## src/sv/ptc_pkg.sv

```systemverilog
// ----------------------------------------------------------------------------
// ptc_pkg
// Types, codes and lookup functions of the packet threat classifier.
// ----------------------------------------------------------------------------
package ptc_pkg;

  localparam int unsigned TABLES = 4;
  localparam int unsigned T_SCAN  = 0;
  localparam int unsigned T_LOGIN = 1;
  localparam int unsigned T_FLOOD = 2;
  localparam int unsigned T_SYN   = 3;

  localparam logic [2:0] CFG_SCAN_WINDOW = 3'd0;
  localparam logic [2:0] CFG_SYN_WINDOW  = 3'd1;
  localparam logic [2:0] CFG_SCAN_LIMIT  = 3'd2;
  localparam logic [2:0] CFG_LOGIN_LIMIT = 3'd3;
  localparam logic [2:0] CFG_FLOOD_LIMIT = 3'd4;
  localparam logic [2:0] CFG_SYN_LIMIT   = 3'd5;
  localparam logic [2:0] CFG_ICMP_LIMIT  = 3'd6;

  localparam logic [2:0] KIND_NONE  = 3'd0;
  localparam logic [2:0] KIND_SCAN  = 3'd1;
  localparam logic [2:0] KIND_BRUTE = 3'd2;
  localparam logic [2:0] KIND_FLOOD = 3'd3;
  localparam logic [2:0] KIND_NULL  = 3'd4;
  localparam logic [2:0] KIND_SYN   = 3'd5;
  localparam logic [2:0] KIND_PORT  = 3'd6;
  localparam logic [2:0] KIND_ICMP  = 3'd7;

  localparam logic [2:0] LVL_NONE     = 3'd0;
  localparam logic [2:0] LVL_MEDIUM   = 3'd3;
  localparam logic [2:0] LVL_HIGH     = 3'd4;
  localparam logic [2:0] LVL_CRITICAL = 3'd5;

  localparam logic [6:0] CONF_SCAN  = 7'd85;
  localparam logic [6:0] CONF_BRUTE = 7'd90;
  localparam logic [6:0] CONF_FLOOD = 7'd95;
  localparam logic [6:0] CONF_NULL  = 7'd80;
  localparam logic [6:0] CONF_SYN   = 7'd90;
  localparam logic [6:0] CONF_PORT  = 7'd70;
  localparam logic [6:0] CONF_ICMP  = 7'd88;

  localparam logic [7:0]  PROTO_TCP  = 8'd6;
  localparam logic [7:0]  PROTO_ICMP = 8'd1;
  localparam logic [15:0] TALLY_MAX  = 16'hFFFF;

  localparam logic [15:0] SCAN_WINDOW_RST = 16'd60;
  localparam logic [15:0] SYN_WINDOW_RST  = 16'd10;
  localparam logic [4:0]  SCAN_LIMIT_RST  = 5'd20;
  localparam logic [15:0] LOGIN_LIMIT_RST = 16'd30;
  localparam logic [15:0] FLOOD_LIMIT_RST = 16'd500;
  localparam logic [15:0] SYN_LIMIT_RST   = 16'd100;
  localparam logic [15:0] ICMP_LIMIT_RST  = 16'd100;

  typedef enum logic [3:0] {
    ST_IDLE, ST_START, ST_SRD, ST_SCMP, ST_SLOT, ST_ERD, ST_EUPD,
    ST_PCHK, ST_PRD, ST_PCMP, ST_FIN
  } ptc_state_e;

  typedef struct packed {
    logic accept;
    logic srch_cmp;
    logic rd_slot;
    logic slot_fix;
    logic ent_upd;
    logic port_cmp;
    logic fin;
  } ptc_ctl_t;

  typedef struct packed {
    logic srch_empty;
    logic srch_last;
    logic port_skip;
    logic port_last;
    logic out_free;
  } ptc_stat_t;

  function automatic logic login_port_hit(input logic [15:0] p);
    return (p == 16'd22) || (p == 16'd23) || (p == 16'd21) || (p == 16'd3389) ||
           (p == 16'd5900) || (p == 16'd1433);
  endfunction

  function automatic logic is_bad_port(input logic [15:0] p);
    return (p == 16'd1080) || (p == 16'd4444) || (p == 16'd5555) || (p == 16'd6667) ||
           (p == 16'd6666) || (p == 16'd8888) || (p == 16'd9999) || (p == 16'd12345) ||
           (p == 16'd31337);
  endfunction

  function automatic logic [15:0] sat_inc(input logic [15:0] v);
    return (v == TALLY_MAX) ? v : v + 16'd1;
  endfunction

  // Time moved forward by less than half the wrap range.
  function automatic logic later_second(input logic [31:0] now, input logic [31:0] then_s);
    logic [31:0] d;
    d = now - then_s;
    return (d != 32'd0) && !d[31];
  endfunction

endpackage

```

## src/sv/ptc_ctrl.sv

```systemverilog
// ----------------------------------------------------------------------------
// ptc_ctrl
// Sequencer: source search, entry update, port list search, commit.
// ----------------------------------------------------------------------------
module ptc_ctrl (
  input  logic               clk_i,
  input  logic               rst_ni,
  input  logic               in_valid_i,
  output logic               in_ready_o,
  input  ptc_pkg::ptc_stat_t stat_i,
  output ptc_pkg::ptc_ctl_t  ctl_o
);
  import ptc_pkg::*;

  ptc_state_e state_q, state_d;

  always_ff @(posedge clk_i or negedge rst_ni) begin
    if (!rst_ni) begin
      state_q <= ST_IDLE;
    end else begin
      state_q <= state_d;
    end
  end

  always_comb begin
    state_d    = state_q;
    ctl_o      = '0;
    in_ready_o = 1'b0;
    unique case (state_q)
      ST_IDLE: begin
        in_ready_o = 1'b1;
        if (in_valid_i) begin
          ctl_o.accept = 1'b1;
          state_d      = ST_START;
        end
      end
      ST_START: state_d = stat_i.srch_empty ? ST_SLOT : ST_SRD;
      ST_SRD:   state_d = ST_SCMP;
      ST_SCMP: begin
        ctl_o.srch_cmp = 1'b1;
        state_d        = stat_i.srch_last ? ST_SLOT : ST_SRD;
      end
      ST_SLOT: begin
        ctl_o.slot_fix = 1'b1;
        state_d        = ST_ERD;
      end
      ST_ERD: begin
        ctl_o.rd_slot = 1'b1;
        state_d       = ST_EUPD;
      end
      ST_EUPD: begin
        ctl_o.ent_upd = 1'b1;
        state_d       = ST_PCHK;
      end
      ST_PCHK:  state_d = stat_i.port_skip ? ST_FIN : ST_PRD;
      ST_PRD:   state_d = ST_PCMP;
      ST_PCMP: begin
        ctl_o.port_cmp = 1'b1;
        state_d        = stat_i.port_last ? ST_FIN : ST_PRD;
      end
      ST_FIN: begin
        if (stat_i.out_free) begin
          ctl_o.fin = 1'b1;
          state_d   = ST_IDLE;
        end
      end
      default: state_d = ST_IDLE;
    endcase
  end

endmodule

```

## config.mk

```make
export PLATFORM = sky130hd
export DESIGN_NAME = ptc_ctrl
export DESIGN_NICKNAME = d
export VERILOG_FILES = /design/src/sv/ptc_pkg.sv /design/src/sv/ptc_ctrl.sv
export SDC_FILE = /design/constraint.sdc
export NUM_CORES = 1
export LEC_CHECK = 0
export BUFFER_PORTS_ARGS = -buffer_cell sky130_fd_sc_hd__buf_2
export CORE_MARGIN = 5
export CORE_UTILIZATION = 29
export DETAILED_ROUTE_END_ITERATION = 6
export MAX_ROUTING_LAYER = met4
export PLACE_DENSITY_LB_ADDON = 0.15
export SETUP_SLACK_MARGIN = 0.5
export SYNTH_ARGS = -nofsm -noshare
export SYNTH_HDL_FRONTEND = slang
export SYNTH_SLANG_ARGS = --single-unit
```

## constraint.sdc

```tcl
create_clock -name clk_i -period 2 [get_ports clk_i]
set_input_delay 0.4 -clock clk_i [delete_from_list [all_inputs] [get_ports clk_i]]
set_output_delay 0.4 -clock clk_i [all_outputs]
set_load 0.005 [all_outputs]
```

==> results.md <==
- Post-synth EDFFs: 0
- Synthesized area: 387 um^2
- Number of buffers created by CTS: 3
- P_leak: 0.309 nW
- Via density: 4.83
- Top flop regs: state_q (4)
- Chip height: about 47 um
- Top cell type by total area after synthesis: dfrtp_1
- Largest family of logic cells by synthesized area: simple AND/OR/NAND/NOR gates
- Pin count of the biggest net entering global routing: 8
- Number of max-cap violations: 0
- GRT overflow: 0
- PD cells: 1440 nW/um^2
- Horiz. Die Dim: about 47 um
- Final WS setup: 0.366 ns
- Clock slew seen by the registers of the worst setup and hold paths: roughly 0.04 ns
- DR iter-0 viols: 0
- Tcrit/Tclk final: 0.817
- Multi-input logic area: 290 um^2
- Via count: roughly 420
- Area growth from synthesis to layout: 68.3%
- Syn Inst Count: 42
- Final hold viol count: 0
- Drt pass-1 iters: 1
- Post-synthesis adder-cell area fraction: 0
- H-tree Lvls: 1
- Max Fanout on Critical Path: 5
- Register-to-register setup slack: approximately 0.8 ns
- IO buf count: 15
- Slew HR: 0.828
- Post-synth ARST share: 1.00
- Worst endpoint data arrival time: 1.23 ns
- Std cell rows: 13
- Final wirelength: between 1000 and 1500 um
- Commonest non-fill, non-tap cells in the layout: 15 x buf_2, 11 x buf_4, 4 x dfrtp_2
- Top_reg_cell synth: dfrtp_1
- Register bit total from synthesis: 4
- Initial antenna violation count: 0
- Register area share after synthesis: 0.259
- Post-synthesis compound-gate area fraction: 0.181
- Most common cell after layout, fill and taps aside: buf_2
- First-pass GRT wire length: 1580 um
- CTS Buffer Depth: 2
- Wire length per cell: around 12 um
- Setup crit start kind: flop
- Mux cell area share after synthesis: 0.0259
- Slowest stage delay, CP: between 0.4 and 0.5 ns
- Vias in the first global route: 410
- Full die area: 2160 um^2
- Post-placement setup slack: 0.471 ns
- Crit path time final: 1.63 ns
- Top reg by flops: state_q
- Synth warn: 0
- Reg2Reg Depth: 4
- Fin. max-slew vios: 0
- N_diodes: 0
- Io pins: 16
- Critical path capture point type: output pin
- Mapped Avg Cell Area: 9.21 um^2
- Post-synth top area share: 0.259
- Synth Area in Simple Gates: 0.434
- FF+latch area: around 110 um^2
- RSZ-0062 raised after global routing: true
- Slowest-stage cell, CP: dfrtp_2
- Status: completed
- Synth Area in XOR/XNOR: 0
- Tightest Pin Transition: between 0.2 and 0.3 ns
- Final setup fails: 0
- Synth Net Count: 50
- Setup CP Type: flop to output pin
- Net count, final: 81
- CTS tree: done
- Reg2Reg Capture Point: state_q[1]
- RR Startpoint: state_q[1]
- DRT antenna net count: 0
- Clock sink count: 4
- CTS root buf: clkbuf_4
- Largest register FFs: 4
- Worst min-delay path class: primary input to async pin
- Core area: 1280 um^2
- Library cells used by synthesis: 29
- Layout cell share with drive strength beyond 1: 0.704
- Later-pin clock latency in the skew report: 0.23 ns
- Worst-path cell chain: nor4_4 > and2_1 > buf_2
- GRT Overall Usage: 0.107
- Fillers: 139
- Top cells by area, synth: dfrtp_1 26%, buf_6 5.8%, nor3b_1 5.8%
- Starting Density: 0.301
- DP Wirelength: 605 um
- TNS Setup: 0 ns
- Final Skew: 0.000671 ns
- Max Freq: 0.612 GHz
- DRC: 0
- Gpl congestion: 0.692
- CP required: 1.60 ns
- Worst vdd rail ir drop: 0.635 mV
[logic make-up (layout without fill, tap and decap cells)]
| family | after synthesis | in the layout |
|---|---|---|
| and+or+nand+nor | 23 | 23 |
| DFF | 4 | 4 |
| buffers and inverters | 5 | 34 |
| AOI/OAI and AO/OA | 9 | 9 |
| muxes | 1 | 1 |
[worst max path at each step]
stage | start | endpoint | slack, ns
after floorplan | state_q[1] | ctl_o[6] | 0.65
after global placement | state_q[2] | ctl_o[2] | 0.43
after detailed placement | state_q[3] | ctl_o[2] | 0.47
after CTS | state_q[2] | ctl_o[6] | 0.39
after global routing | state_q[2] | ctl_o[6] | 0.30
final | state_q[2] | ctl_o[6] | 0.37
[where the power goes]
group / total (W) / switching, W / leakage [nW] / internal [W]
combinational: 0.000633 / 0.000261 / 0.250 / 0.000372
sequential: 0.000205 / 0.0000800 / 0.0447 / 0.000125
clock: 0.0000974 / 0.0000305 / 0.0138 / 0.0000669
[Yosys cell counts, drive strengths merged (2+ instances only)]
cell / instances
nand2b: 2
buf: 4
nor3: 3
nor3b: 4
dfrtp: 4
nor2b: 2
o21ai: 4
nor4: 2
nand2: 3
[what timing repair did]
item | in CTS | in global routing
pin swaps | 3 | 1
resized for setup | 12 | 3
hold buffers | 1 | 0
endpoints found under the hold margin | 4 | 0
endpoints found under the setup margin | 8 | 8
setup buffers | 12 | 2
[stage by stage]
| stage | utilization | power [W] | cell area, um^2 | instances | hold slack, ns |
|---|---|---|---|---|---|
| final | 0.506 | 0.000935 | 651 | 86 | 0.494 |
| after global routing | 0.506 | 0.00100 | 651 | 86 | 0.517 |
| after CTS | 0.486 | 0.000894 | 624 | 84 | 0.485 |
| after detailed placement | 0.347 | 0.000613 | 445 | 68 | 0.205 |
| after global placement | 0.347 | 0.000620 | 445 | 68 | 0.207 |
| after floorplan | - | 0.000495 | 387 | 42 | 0.104 |
[area by class of cell]
| class | count | share of cell area |
|---|---|---|
| clock buffers | 3 | 0.0346 |
| inverters | 1 | 0.00577 |
| multi-input cells | 33 | 0.446 |
| flip-flops and latches | 4 | 0.162 |
| well taps | 15 | 0.0288 |
| repair buffers | 30 | 0.323 |
[worst max-delay path: cells and delay by family (launching register included)]
kind	cells	cell delay (ns)
and+or+nand+nor	2	0.46
buffers and inverters	1	0.10
DFF	1	0.44
[metal layers]
layer,track usage,wire [um],vias to the layer above
met2,0.162,555,11
met3,0.0117,69,2
met1,0.126,403,196
met5,-,0,-
met4,0.0852,17,0
li1,-,-,206
(Power assumes the default switching activity.)
